==> config.mk <==
export PLATFORM = sky130hd
export DESIGN_NAME = projective_point_to_dac
export DESIGN_NICKNAME = d
export VERILOG_FILES = /design/src/sv/ppd_pkg.sv /design/src/sv/projective_point_to_dac.sv /design/src/sv/ppd_mac.sv /design/src/sv/ppd_div.sv
export SDC_FILE = /design/constraint.sdc
export NUM_CORES = 2
export LEC_CHECK = 0
export BUFFER_PORTS_ARGS = -buffer_cell sky130_fd_sc_hd__buf_2
export CORE_MARGIN = 4
export CORE_UTILIZATION = 40
export CTS_CLUSTER_SIZE = 25
export DETAILED_ROUTE_END_ITERATION = 8
export PLACE_DENSITY_LB_ADDON = 0.1
export RECOVER_POWER = 100
export SLEW_MARGIN = 20
export SYNTH_ARGS = -nofsm -noshare
export SYNTH_HDL_FRONTEND = slang
export SYNTH_SLANG_ARGS = --single-unit
==> constraint.sdc <==
create_clock -name clk -period 10.06 [get_ports clk]
set_input_delay 0.503 -clock clk [delete_from_list [all_inputs] [get_ports clk]]
set_output_delay 0.503 -clock clk [all_outputs]
set_load 0.02 [all_outputs]
==> src/sv/ppd_pkg.sv <==
// Shared types and constants for the projective point to DAC mapper.
// Holds register indexes, status codes, sequencer states and control structs.
// No dependencies.
`default_nettype none

package ppd_pkg;

	localparam int COORD_W        = 16;
	localparam int CFG_IDX_W      = 4;
	localparam int DAC_BITS_DEF   = 12;
	localparam int COORD_FRAC_DEF = 12;

	typedef enum logic [CFG_IDX_W-1:0] {
		REG_SCALE_X  = 4'd0,
		REG_SHEAR_Y  = 4'd1,
		REG_PERSP_X  = 4'd2,
		REG_SHEAR_X  = 4'd3,
		REG_SCALE_Y  = 4'd4,
		REG_PERSP_Y  = 4'd5,
		REG_OFFSET_X = 4'd6,
		REG_OFFSET_Y = 4'd7
	} cfg_reg_t;

	typedef enum logic [1:0] {
		ST_OK    = 2'd0,
		ST_RANGE = 2'd1,
		ST_ZERO  = 2'd2
	} status_t;

	typedef enum logic [1:0] {
		ACC_DEN,
		ACC_NUM_X,
		ACC_NUM_Y
	} acc_sel_t;

	// one product term per multiplier pass, in issue order
	typedef enum logic [2:0] {
		T_DEN_X,
		T_DEN_Y,
		T_NUM_XX,
		T_NUM_XY,
		T_NUM_YX,
		T_NUM_YY
	} mac_term_t;

	typedef enum logic [1:0] {
		DV_IDLE,
		DV_CHECK,
		DV_RUN
	} div_state_t;

	typedef enum logic [2:0] {
		S_IDLE,
		S_MUL,
		S_DRAIN,
		S_CHKW,
		S_DIVX,
		S_DIVY,
		S_FIN
	} seq_state_t;

	typedef struct packed {
		logic     init;
		logic     mul;
		acc_sel_t dst;
	} mac_ctl_t;

	typedef struct packed {
		logic busy;
		logic done;
		logic oor;
	} div_stat_t;

	// accumulator width: two 16x16 products plus the 2^(2*frac) unit term, signed
	function automatic int acc_width(input int frac);
		return ((2 * frac > 32) ? 2 * frac : 32) + 3;
	endfunction

endpackage

`default_nettype wire

==> src/sv/projective_point_to_dac.sv <==
// Top level of the projective point to DAC mapper: registers, point store,
// sequencer. Uses ppd_pkg, ppd_mac and ppd_div.
//
// Usage:
//   Input channel (in_valid/in_ready) takes one word: mode, coord_x, coord_y,
//   signed Q3.12. Mode 1 adds the word to the stored last point, saturating.
//   Output channel (out_valid/out_ready) returns one word per input: dac_x,
//   dac_y and status (ok, outside DAC range, zero denominator).
//   Configuration: cfg_we writes cfg_wdata to register cfg_idx;
//   indexes beyond seven are dropped. Write only while the block is idle.
// Timing:
//   One item occupies the block from acceptance until in_ready rises again, and its
//   result word shows up on that same cycle; a zero denominator skips both
//   divides and finishes early.
//   Six passes through the one shared multiplier build the denominator and
//   both numerators, then one serial divider produces a code bit per cycle,
//   first for x, then for y.
//   in_ready is high only while the sequencer is idle.
// Reset:
//   arst_n clears the matrix to identity, the last point to zero and both
//   channels to empty. A stalled receiver holds the result in the output
//   register; the next word is still accepted, and finishes once it drains.
`default_nettype none

module projective_point_to_dac import ppd_pkg::*; #(
	parameter int DAC_BITS   = DAC_BITS_DEF,
	parameter int COORD_FRAC = COORD_FRAC_DEF
) (
	input  wire logic                      clk,
	input  wire logic                      arst_n,
	input  wire logic                      in_valid,
	output logic                           in_ready,
	input  wire logic                      mode,
	input  wire logic signed [COORD_W-1:0] coord_x,
	input  wire logic signed [COORD_W-1:0] coord_y,
	output logic                           out_valid,
	input  wire logic                      out_ready,
	output logic [DAC_BITS-1:0]            dac_x,
	output logic [DAC_BITS-1:0]            dac_y,
	output logic [1:0]                     status,
	input  wire logic                      cfg_we,
	input  wire logic [CFG_IDX_W-1:0]      cfg_idx,
	input  wire logic [COORD_W-1:0]        cfg_wdata
);

	localparam int ACC_W = acc_width(COORD_FRAC);

	// configuration registers, Q3.12 style signed
	logic signed [COORD_W-1:0] scale_x_q;
	logic signed [COORD_W-1:0] shear_y_q;
	logic signed [COORD_W-1:0] persp_x_q;
	logic signed [COORD_W-1:0] shear_x_q;
	logic signed [COORD_W-1:0] scale_y_q;
	logic signed [COORD_W-1:0] persp_y_q;
	logic signed [COORD_W-1:0] offset_x_q;
	logic signed [COORD_W-1:0] offset_y_q;

	// stored last point, also the operand point of the item in flight
	logic signed [COORD_W-1:0] last_x_q;
	logic signed [COORD_W-1:0] last_y_q;
	logic signed [COORD_W-1:0] pt_x;
	logic signed [COORD_W-1:0] pt_y;

	seq_state_t                state_q;
	seq_state_t                state_d;
	mac_term_t                 step_q;
	logic                      zero_q;
	logic [DAC_BITS-1:0]       code_x_q;
	logic                      oor_x_q;
	logic                      out_valid_q;
	logic [DAC_BITS-1:0]       dac_x_q;
	logic [DAC_BITS-1:0]       dac_y_q;
	status_t                   status_q;

	mac_ctl_t                  mac_ctl;
	logic signed [COORD_W-1:0] op_a;
	logic signed [COORD_W-1:0] op_b;
	logic signed [ACC_W-1:0]   init_den;
	logic signed [ACC_W-1:0]   init_num_x;
	logic signed [ACC_W-1:0]   init_num_y;
	logic signed [ACC_W-1:0]   den;
	logic signed [ACC_W-1:0]   num_x;
	logic signed [ACC_W-1:0]   num_y;

	logic                      div_start;
	logic signed [ACC_W-1:0]   div_num;
	logic [DAC_BITS-1:0]       div_code;
	div_stat_t                 div_stat;

	logic                      accept;
	logic                      out_load;
	status_t                   res_status;

	function automatic logic signed [COORD_W-1:0] sat_add(
		input logic signed [COORD_W-1:0] a,
		input logic signed [COORD_W-1:0] b
	);
		logic signed [COORD_W:0] s;
		s = (COORD_W + 1)'(a) + (COORD_W + 1)'(b);
		if (s[COORD_W] != s[COORD_W-1]) begin
			return s[COORD_W] ? {1'b1, {(COORD_W-1){1'b0}}} : {1'b0, {(COORD_W-1){1'b1}}};
		end
		return s[COORD_W-1:0];
	endfunction

	// ---------------------------------------------------------------
	// Configuration write port
	// ---------------------------------------------------------------
	always_ff @(posedge clk or negedge arst_n) begin
		if (!arst_n) begin
			scale_x_q  <= COORD_W'(1) << COORD_FRAC;
			shear_y_q  <= '0;
			persp_x_q  <= '0;
			shear_x_q  <= '0;
			scale_y_q  <= COORD_W'(1) << COORD_FRAC;
			persp_y_q  <= '0;
			offset_x_q <= '0;
			offset_y_q <= '0;
		end else if (cfg_we) begin
			unique case (cfg_idx)
				REG_SCALE_X:  scale_x_q  <= cfg_wdata;
				REG_SHEAR_Y:  shear_y_q  <= cfg_wdata;
				REG_PERSP_X:  persp_x_q  <= cfg_wdata;
				REG_SHEAR_X:  shear_x_q  <= cfg_wdata;
				REG_SCALE_Y:  scale_y_q  <= cfg_wdata;
				REG_PERSP_Y:  persp_y_q  <= cfg_wdata;
				REG_OFFSET_X: offset_x_q <= cfg_wdata;
				REG_OFFSET_Y: offset_y_q <= cfg_wdata;
				default:      scale_x_q  <= scale_x_q;
			endcase
		end
	end

	// ---------------------------------------------------------------
	// Point capture: absolute, or saturated offset from the last point
	// ---------------------------------------------------------------
	assign in_ready = (state_q == S_IDLE);
	assign accept   = in_valid && in_ready;

	assign pt_x = mode ? sat_add(last_x_q, coord_x) : coord_x;
	assign pt_y = mode ? sat_add(last_y_q, coord_y) : coord_y;

	always_ff @(posedge clk or negedge arst_n) begin
		if (!arst_n) begin
			last_x_q <= '0;
			last_y_q <= '0;
		end else if (accept) begin
			last_x_q <= pt_x;
			last_y_q <= pt_y;
		end
	end

	// accumulator seeds: the unit term of w and the translations, at 2*frac bits
	assign init_den   = ACC_W'(1) << (2 * COORD_FRAC);
	assign init_num_x = ACC_W'(offset_x_q) <<< COORD_FRAC;
	assign init_num_y = ACC_W'(offset_y_q) <<< COORD_FRAC;

	// ---------------------------------------------------------------
	// Sequencer
	// ---------------------------------------------------------------
	always_comb begin
		state_d   = state_q;
		mac_ctl   = '{init: 1'b0, mul: 1'b0, dst: ACC_DEN};
		op_a      = '0;
		op_b      = '0;
		div_start = 1'b0;
		div_num   = num_x;
		out_load  = 1'b0;
		unique case (state_q)
			S_IDLE: begin
				if (in_valid) begin
					mac_ctl.init = 1'b1;
					state_d      = S_MUL;
				end
			end
			S_MUL: begin
				mac_ctl.mul = 1'b1;
				unique case (step_q)
					T_DEN_X: begin
						op_a = persp_x_q; op_b = last_x_q; mac_ctl.dst = ACC_DEN;
					end
					T_DEN_Y: begin
						op_a = persp_y_q; op_b = last_y_q; mac_ctl.dst = ACC_DEN;
					end
					T_NUM_XX: begin
						op_a = scale_x_q; op_b = last_x_q; mac_ctl.dst = ACC_NUM_X;
					end
					T_NUM_XY: begin
						op_a = shear_x_q; op_b = last_y_q; mac_ctl.dst = ACC_NUM_X;
					end
					T_NUM_YX: begin
						op_a = shear_y_q; op_b = last_x_q; mac_ctl.dst = ACC_NUM_Y;
					end
					T_NUM_YY: begin
						op_a = scale_y_q; op_b = last_y_q; mac_ctl.dst = ACC_NUM_Y;
					end
					default: begin
						op_a = '0; op_b = '0; mac_ctl.dst = ACC_DEN;
					end
				endcase
				if (step_q == T_NUM_YY) state_d = S_DRAIN;
			end
			// last product lands in its accumulator
			S_DRAIN: state_d = S_CHKW;
			S_CHKW: begin
				if (den == '0) begin
					state_d = S_FIN;
				end else begin
					div_start = 1'b1;
					state_d   = S_DIVX;
				end
			end
			S_DIVX: begin
				if (div_stat.done) begin
					div_start = 1'b1;
					div_num   = num_y;
					state_d   = S_DIVY;
				end
			end
			S_DIVY: if (div_stat.done) state_d = S_FIN;
			// hold here while the previous result is still unclaimed
			S_FIN: begin
				if (!out_valid_q || out_ready) begin
					out_load = 1'b1;
					state_d  = S_IDLE;
				end
			end
			default: state_d = S_IDLE;
		endcase
	end

	always_ff @(posedge clk or negedge arst_n) begin
		if (!arst_n) begin
			state_q <= S_IDLE;
			step_q  <= T_DEN_X;
		end else begin
			state_q <= state_d;
			if (state_q == S_IDLE) begin
				step_q <= T_DEN_X;
			end else if (state_q == S_MUL) begin
				step_q <= mac_term_t'(3'(step_q + 3'd1));
			end
		end
	end

	always_ff @(posedge clk) begin
		if (state_q == S_CHKW) zero_q <= (den == '0);
		if (state_q == S_DIVX && div_stat.done) begin
			code_x_q <= div_code;
			oor_x_q  <= div_stat.oor;
		end
	end

	// ---------------------------------------------------------------
	// Output register
	// ---------------------------------------------------------------
	always_comb begin
		priority if (zero_q)                     res_status = ST_ZERO;
		else if (oor_x_q || div_stat.oor)        res_status = ST_RANGE;
		else                                     res_status = ST_OK;
	end

	always_ff @(posedge clk or negedge arst_n) begin
		if (!arst_n) begin
			out_valid_q <= 1'b0;
		end else if (out_load) begin
			out_valid_q <= 1'b1;
		end else if (out_ready) begin
			out_valid_q <= 1'b0;
		end
	end

	always_ff @(posedge clk) begin
		if (out_load) begin
			status_q <= res_status;
			dac_x_q  <= (res_status == ST_OK) ? code_x_q : '0;
			dac_y_q  <= (res_status == ST_OK) ? div_code : '0;
		end
	end

	assign out_valid = out_valid_q;
	assign dac_x     = dac_x_q;
	assign dac_y     = dac_y_q;
	assign status    = status_q;

	// ---------------------------------------------------------------
	// Datapath units
	// ---------------------------------------------------------------
	ppd_mac #(
		.ACC_W(ACC_W)
	) u_mac (
		.clk        (clk),
		.arst_n     (arst_n),
		.ctl        (mac_ctl),
		.op_a       (op_a),
		.op_b       (op_b),
		.init_den   (init_den),
		.init_num_x (init_num_x),
		.init_num_y (init_num_y),
		.den        (den),
		.num_x      (num_x),
		.num_y      (num_y)
	);

	ppd_div #(
		.ACC_W    (ACC_W),
		.DAC_BITS (DAC_BITS)
	) u_div (
		.clk    (clk),
		.arst_n (arst_n),
		.start  (div_start),
		.num    (div_num),
		.den    (den),
		.code   (div_code),
		.stat   (div_stat)
	);

	// ---------------------------------------------------------------
	// Assertions
	// ---------------------------------------------------------------
	a_idle_div_quiet: assert property (@(posedge clk) disable iff (!arst_n)
		in_ready |-> !div_stat.busy)
		else $error("divider busy while the sequencer is idle");

	a_accept_drops_ready: assert property (@(posedge clk) disable iff (!arst_n)
		(in_valid && in_ready) |=> !in_ready)
		else $error("in_ready still high after accepting a word");

	a_reject_zero_codes: assert property (@(posedge clk) disable iff (!arst_n)
		(out_valid && status != ST_OK) |-> (dac_x == '0 && dac_y == '0))
		else $error("nonzero DAC code on a rejected point");

	a_div_done_in_div: assert property (@(posedge clk) disable iff (!arst_n)
		div_stat.done |-> (state_q == S_DIVX || state_q == S_DIVY))
		else $error("divider finished outside a divide state");

endmodule

`default_nettype wire

==> src/sv/ppd_mac.sv <==
// Shared multiply-accumulate unit: one registered 16x16 multiplier feeding
// three accumulators (denominator, x numerator, y numerator). Uses ppd_pkg.
`default_nettype none

module ppd_mac import ppd_pkg::*; #(
	parameter int ACC_W = acc_width(COORD_FRAC_DEF)
) (
	input  wire logic                     clk,
	input  wire logic                     arst_n,
	input  wire mac_ctl_t                 ctl,
	input  wire logic signed [COORD_W-1:0] op_a,
	input  wire logic signed [COORD_W-1:0] op_b,
	input  wire logic signed [ACC_W-1:0]   init_den,
	input  wire logic signed [ACC_W-1:0]   init_num_x,
	input  wire logic signed [ACC_W-1:0]   init_num_y,
	output logic signed [ACC_W-1:0]        den,
	output logic signed [ACC_W-1:0]        num_x,
	output logic signed [ACC_W-1:0]        num_y
);

	logic signed [2*COORD_W-1:0] prod_s1;
	acc_sel_t                    dst_s1;
	logic                        vld_s1;
	logic signed [ACC_W-1:0]     prod_ext;
	logic signed [ACC_W-1:0]     den_q;
	logic signed [ACC_W-1:0]     num_x_q;
	logic signed [ACC_W-1:0]     num_y_q;

	assign prod_ext = ACC_W'(prod_s1);

	always_ff @(posedge clk or negedge arst_n) begin
		if (!arst_n) begin
			vld_s1 <= 1'b0;
		end else begin
			vld_s1 <= ctl.mul;
		end
	end

	always_ff @(posedge clk) begin
		if (ctl.mul) begin
			prod_s1 <= op_a * op_b;
			dst_s1  <= ctl.dst;
		end
	end

	// seed on a new point, then fold in each registered product
	always_ff @(posedge clk) begin
		if (ctl.init) begin
			den_q   <= init_den;
			num_x_q <= init_num_x;
			num_y_q <= init_num_y;
		end else if (vld_s1) begin
			unique case (dst_s1)
				ACC_DEN:   den_q   <= den_q + prod_ext;
				ACC_NUM_X: num_x_q <= num_x_q + prod_ext;
				ACC_NUM_Y: num_y_q <= num_y_q + prod_ext;
				default:   den_q   <= den_q;
			endcase
		end
	end

	assign den   = den_q;
	assign num_x = num_x_q;
	assign num_y = num_y_q;

endmodule

`default_nettype wire

==> src/sv/ppd_div.sv <==
// Serial restoring divider producing one DAC code bit per cycle from
// trunc((num + den) * 2^(DAC_BITS-1) / den), with an out-of-range flag. Uses ppd_pkg.
`default_nettype none

module ppd_div import ppd_pkg::*; #(
	parameter int ACC_W    = acc_width(COORD_FRAC_DEF),
	parameter int DAC_BITS = DAC_BITS_DEF
) (
	input  wire logic                   clk,
	input  wire logic                   arst_n,
	input  wire logic                   start,
	input  wire logic signed [ACC_W-1:0] num,
	input  wire logic signed [ACC_W-1:0] den,
	output logic [DAC_BITS-1:0]          code,
	output div_stat_t                    stat
);

	localparam int MAG_W = ACC_W + 1;
	localparam int CNT_W = $clog2(DAC_BITS);

	div_state_t              state_q;
	div_state_t              state_d;
	logic [MAG_W-1:0]        r_q;
	logic [MAG_W-1:0]        b_q;
	logic [DAC_BITS-1:0]     q_q;
	logic                    neg_q;
	logic                    ovf_q;
	logic                    first_q;
	logic                    done_q;
	logic [CNT_W-1:0]        cnt_q;

	logic signed [MAG_W-1:0] sum;
	logic signed [MAG_W-1:0] den_ext;
	logic [MAG_W-1:0]        a_mag;
	logic [MAG_W-1:0]        b_mag;
	logic                    neg;
	logic [MAG_W-1:0]        trial;
	logic [MAG_W-1:0]        diff;
	logic                    ge;
	logic                    last;

	assign den_ext = MAG_W'(den);
	assign sum     = MAG_W'(num) + den_ext;
	assign a_mag   = sum[MAG_W-1] ? MAG_W'(-sum) : MAG_W'(sum);
	assign b_mag   = den_ext[MAG_W-1] ? MAG_W'(-den_ext) : MAG_W'(den_ext);
	assign neg     = (sum[MAG_W-1] ^ den[ACC_W-1]) && (sum != '0);

	// first step takes the integer bit, later steps shift in fraction bits
	assign trial = first_q ? r_q : {r_q[MAG_W-2:0], 1'b0};
	assign ge    = (trial >= b_q);
	assign diff  = trial - b_q;
	assign last  = (cnt_q == CNT_W'(DAC_BITS - 1));

	always_comb begin
		state_d = state_q;
		unique case (state_q)
			DV_IDLE:  if (start) state_d = DV_CHECK;
			DV_CHECK: state_d = DV_RUN;
			DV_RUN:   if (last) state_d = DV_IDLE;
			default:  state_d = DV_IDLE;
		endcase
	end

	always_ff @(posedge clk or negedge arst_n) begin
		if (!arst_n) begin
			state_q <= DV_IDLE;
			done_q  <= 1'b0;
			first_q <= 1'b1;
			cnt_q   <= '0;
		end else begin
			state_q <= state_d;
			done_q  <= (state_q == DV_RUN) && last;
			if (state_q == DV_CHECK) begin
				first_q <= 1'b1;
				cnt_q   <= '0;
			end else if (state_q == DV_RUN) begin
				first_q <= 1'b0;
				cnt_q   <= cnt_q + CNT_W'(1);
			end
		end
	end

	always_ff @(posedge clk) begin
		if (state_q == DV_IDLE && start) begin
			r_q   <= a_mag;
			b_q   <= b_mag;
			neg_q <= neg;
		end else if (state_q == DV_CHECK) begin
			// quotient fits in DAC_BITS only if |num + den| < 2 * |den|
			ovf_q <= ({1'b0, r_q} >= {b_q, 1'b0});
		end else if (state_q == DV_RUN) begin
			r_q <= ge ? diff : trial;
			q_q <= {q_q[DAC_BITS-2:0], ge};
		end
	end

	assign code      = q_q;
	assign stat.busy = (state_q != DV_IDLE);
	assign stat.done = done_q;
	assign stat.oor  = ovf_q | (neg_q & (q_q != '0));

endmodule

`default_nettype wire
==> flow_summary.ini <==
[synthesis]
yosysSeqAreaShare = 0.2913
synth_simple_gate_area_frac = 0.1493
synthAdderAreaFrac = 0.2369
synth_area_um2 = 40430
synthesis.nets = 4975
synth_xor_area_frac = 0.05286
synth_ff_type = edfxtp_1
avgSynthCellArea_um2 = 9.369
syn_inst = 4315
ys_types = 89
synth_mux_area_frac = 0.06617
ys_seq_elements = 441
yosysWarnings = 0
synth_edf_count = 206
synth_compound_area_frac = 0.1516
synth_top_family_by_area = adder cells
async_reset_ff_frac = 0.3991

[floorplan]
dieArea_um2 = 106200
start_util = 0.4037
die_h_um = 325.9
die-width_um = 325.9
fp-row-count = 116
coreArea_um2 = 100100
boundaryPins = 86

[finish]
final_cell_mix = nand2_1, inv_1, nor2_1, ha_1, a21oi_1
final_common_cell = nand2_1
utilization = 0.4407
layout-drive-gt1-share = 0.09918
layout.nets = 5019
final_cells = 5705
syn_to_final_growth_pct = 9.176

[sta]
finalHoldViolCount = 0
setup_violations = 0
max_freq_ghz = 0.1128
finalCritPeriodShare = 0.8812
worst_pin_slew_ns = 5.788
period_needed_ns = 8.865
slew_violations = 570
clock_skew_ns = 0.08840
slew_headroom = -2.859
rsz0062_at_grt = false
setup_tns_ns = 0

[worst_setup_path]
crit_top_cell = fa_1
path_class = flop to flop
cp_max_fo = 31
crit_slowest_cell = clkbuf_1
cpPeakStageDelay_ns = 0.62
cp.arrival_ns = 9.19
required_ns = 10.39
path_buf_inv = 7
critPathLaunchType = flop
critPathCaptureType = flop
crit_family = adder cells

[cts]
cts_root_buffer = clkbuf_16
cts_tree = yes
clkSinkCount = 441
cts_max_level = 2
cts_made_buffers = 56
cts_resized = 0
clkTransAtPathRegs_ns = 0.06
cts_buffer_depth = 3
clk_latency_ns = 0.68

[grt]
grt_pass1_wl_um = 183900
grt_start_max_net_pins = 104
grt_pass1_vias = 31840
track_usage = 0.2178
antenna_found_initial = 1
grt_overflow = 0

[hold_path]
min_path_type = primary input to flop

[place]
port_buffers = 85
gp_congestion = 0.9129
hpwl_um = 91140
dp.cells = 5598

[routing]
drt_iter0_drc = 1758
ant_nets = 0
drc = 0
num_vias = 31070
avgRoutedWirePerCell_um = 20.32
via_per_inst = 5.446
wirelength_um = 115900
first_pass_iters = 5

[flow_run]
maxCapViolCount = 11

[outcome]
violations = max-capacitance violations, max-slew violations
status = complete, but fails checks
[timing repair]
item | CTS | global route
hold buffers | 1 | 0
endpoints found under the hold margin | 96 | 0
buffers inserted | 0 | 0
[final cells by class]
cell class                      instances  area [um2]
Inverter                              399        1499
Clock inverter                         42       526.8
Fill cell                            9864       56010
Tap cell                             1298        1624
Antenna cell                            1       2.502
Timing Repair Buffer                  133       684.4
Sequential cell                       441       11780
Clock buffer                           63        1459
Multi-Input combinational cell       3328       26570
[sequential cells by signal, summed over array words and instances, names as in the netlist, 32 cells and up]
name,count
u_mac.num_y,35
u_mac.num_x,35
u_mac.den,35
u_div.r_q,36
u_div.b_q,36
u_mac.prod_s1,32
[synth_stat cells (all sizes together), types with 14 or more instances]
library cell,number,share of area
o211ai,20,0.0037
or3,53,0.0084
clkbuf,133,0.012
nor2b,40,0.0062
mux2i,31,0.0077
dfxtp,59,0.029
a21oi,279,0.035
a21o,87,0.016
and2,56,0.0087
nand3b,15,0.0028
o21a,39,0.0072
a31oi,46,0.0071
inv,399,0.037
mux2,210,0.058
or2,19,0.0029
a211oi,33,0.0061
ha,332,0.10
nand3,88,0.011
a221oi,17,0.0037
nor2,335,0.031
nand2b,47,0.0075
o21bai,21,0.0039
nand2,437,0.041
and3,41,0.0063
o21ai,221,0.027
xor2,63,0.014
o41ai,14,0.0030
o31ai,22,0.0041
nor4,16,0.0028
edfxtp,206,0.15
fa,270,0.13
buf,14,0.0023
a22oi,19,0.0035
nand4,24,0.0037
nor3,60,0.0074
dfrtp,173,0.11
xnor2,181,0.039
[per-stage QoR]
| step | setup WS [ns] | instance area, um2 | hold WS [ns] |
|---|---|---|---|
| floorplan | 1.773 | 40430 | 0.2074 |
| global placement | 1.335 | 42320 | 0.4553 |
| detailed placement | 1.242 | 42320 | 0.4613 |
| CTS | 1.126 | 44320 | 0.09309 |
| global route | 0.4104 | 44130 | 0.1414 |
| finish | 1.195 | 44140 | 0.1461 |
[final timing paths]
check,slack [ns],endpoint,cells after the start,start
min in group asynchronous,2.46,last_y_q[13]$_DFFE_PN0P_,2,arst_n
setup / recovery,1.19,u_mac.prod_s1[31]$_DFFE_PP_,28,state_q[0]$_DFFE_PN0P_
max in group asynchronous,3.47,u_div.state_q[1]$_DFFE_PN0P_,3,arst_n
hold / removal,0.15,last_x_q[4]$_DFFE_PN0P_,3,coord_x[4]
setup reg to reg,1.19,u_mac.prod_s1[31]$_DFFE_PP_,28,state_q[0]$_DFFE_PN0P_
hold reg to reg,0.47,code_x_q[11]$_DFFE_PP_,0,u_div.code[11]$_DFFE_PP_
[tightest hold or removal path, cell delays in order]
cell     delay [ns]
buf_2          0.09
o22ai_1        0.06
o21ai_0        0.13
[cells by family (layout without fill, tap and decap cells)]
family | count (synthesis) | after routing
AND/OR/NAND/NOR | 1278 | 1278
AO/OA/AOI/OAI | 960 | 960
adder cells (fa/ha/maj) | 604 | 604
buffers and inverters | 546 | 637
flip-flops | 441 | 441
XOR/XNOR | 244 | 244
multiplexers | 241 | 241
other | 1 | 2
[layer usage]
metal | share of wire | track usage | up-vias | routed length [um]
li1 | - | - | 15280 | -
met1 | 0.44 | 0.2771 | 15050 | 51000
met2 | 0.49 | 0.3894 | 572 | 57270
met3 | 0.034 | 0.02629 | 167 | 3936
met4 | 0.032 | 0.06174 | 0 | 3736
met5 | 0 | 0 | - | 0
Power is left out: the tool's default activity adds up to more than one toggle a clock period on the data nets, which glitch-free logic cannot reach.
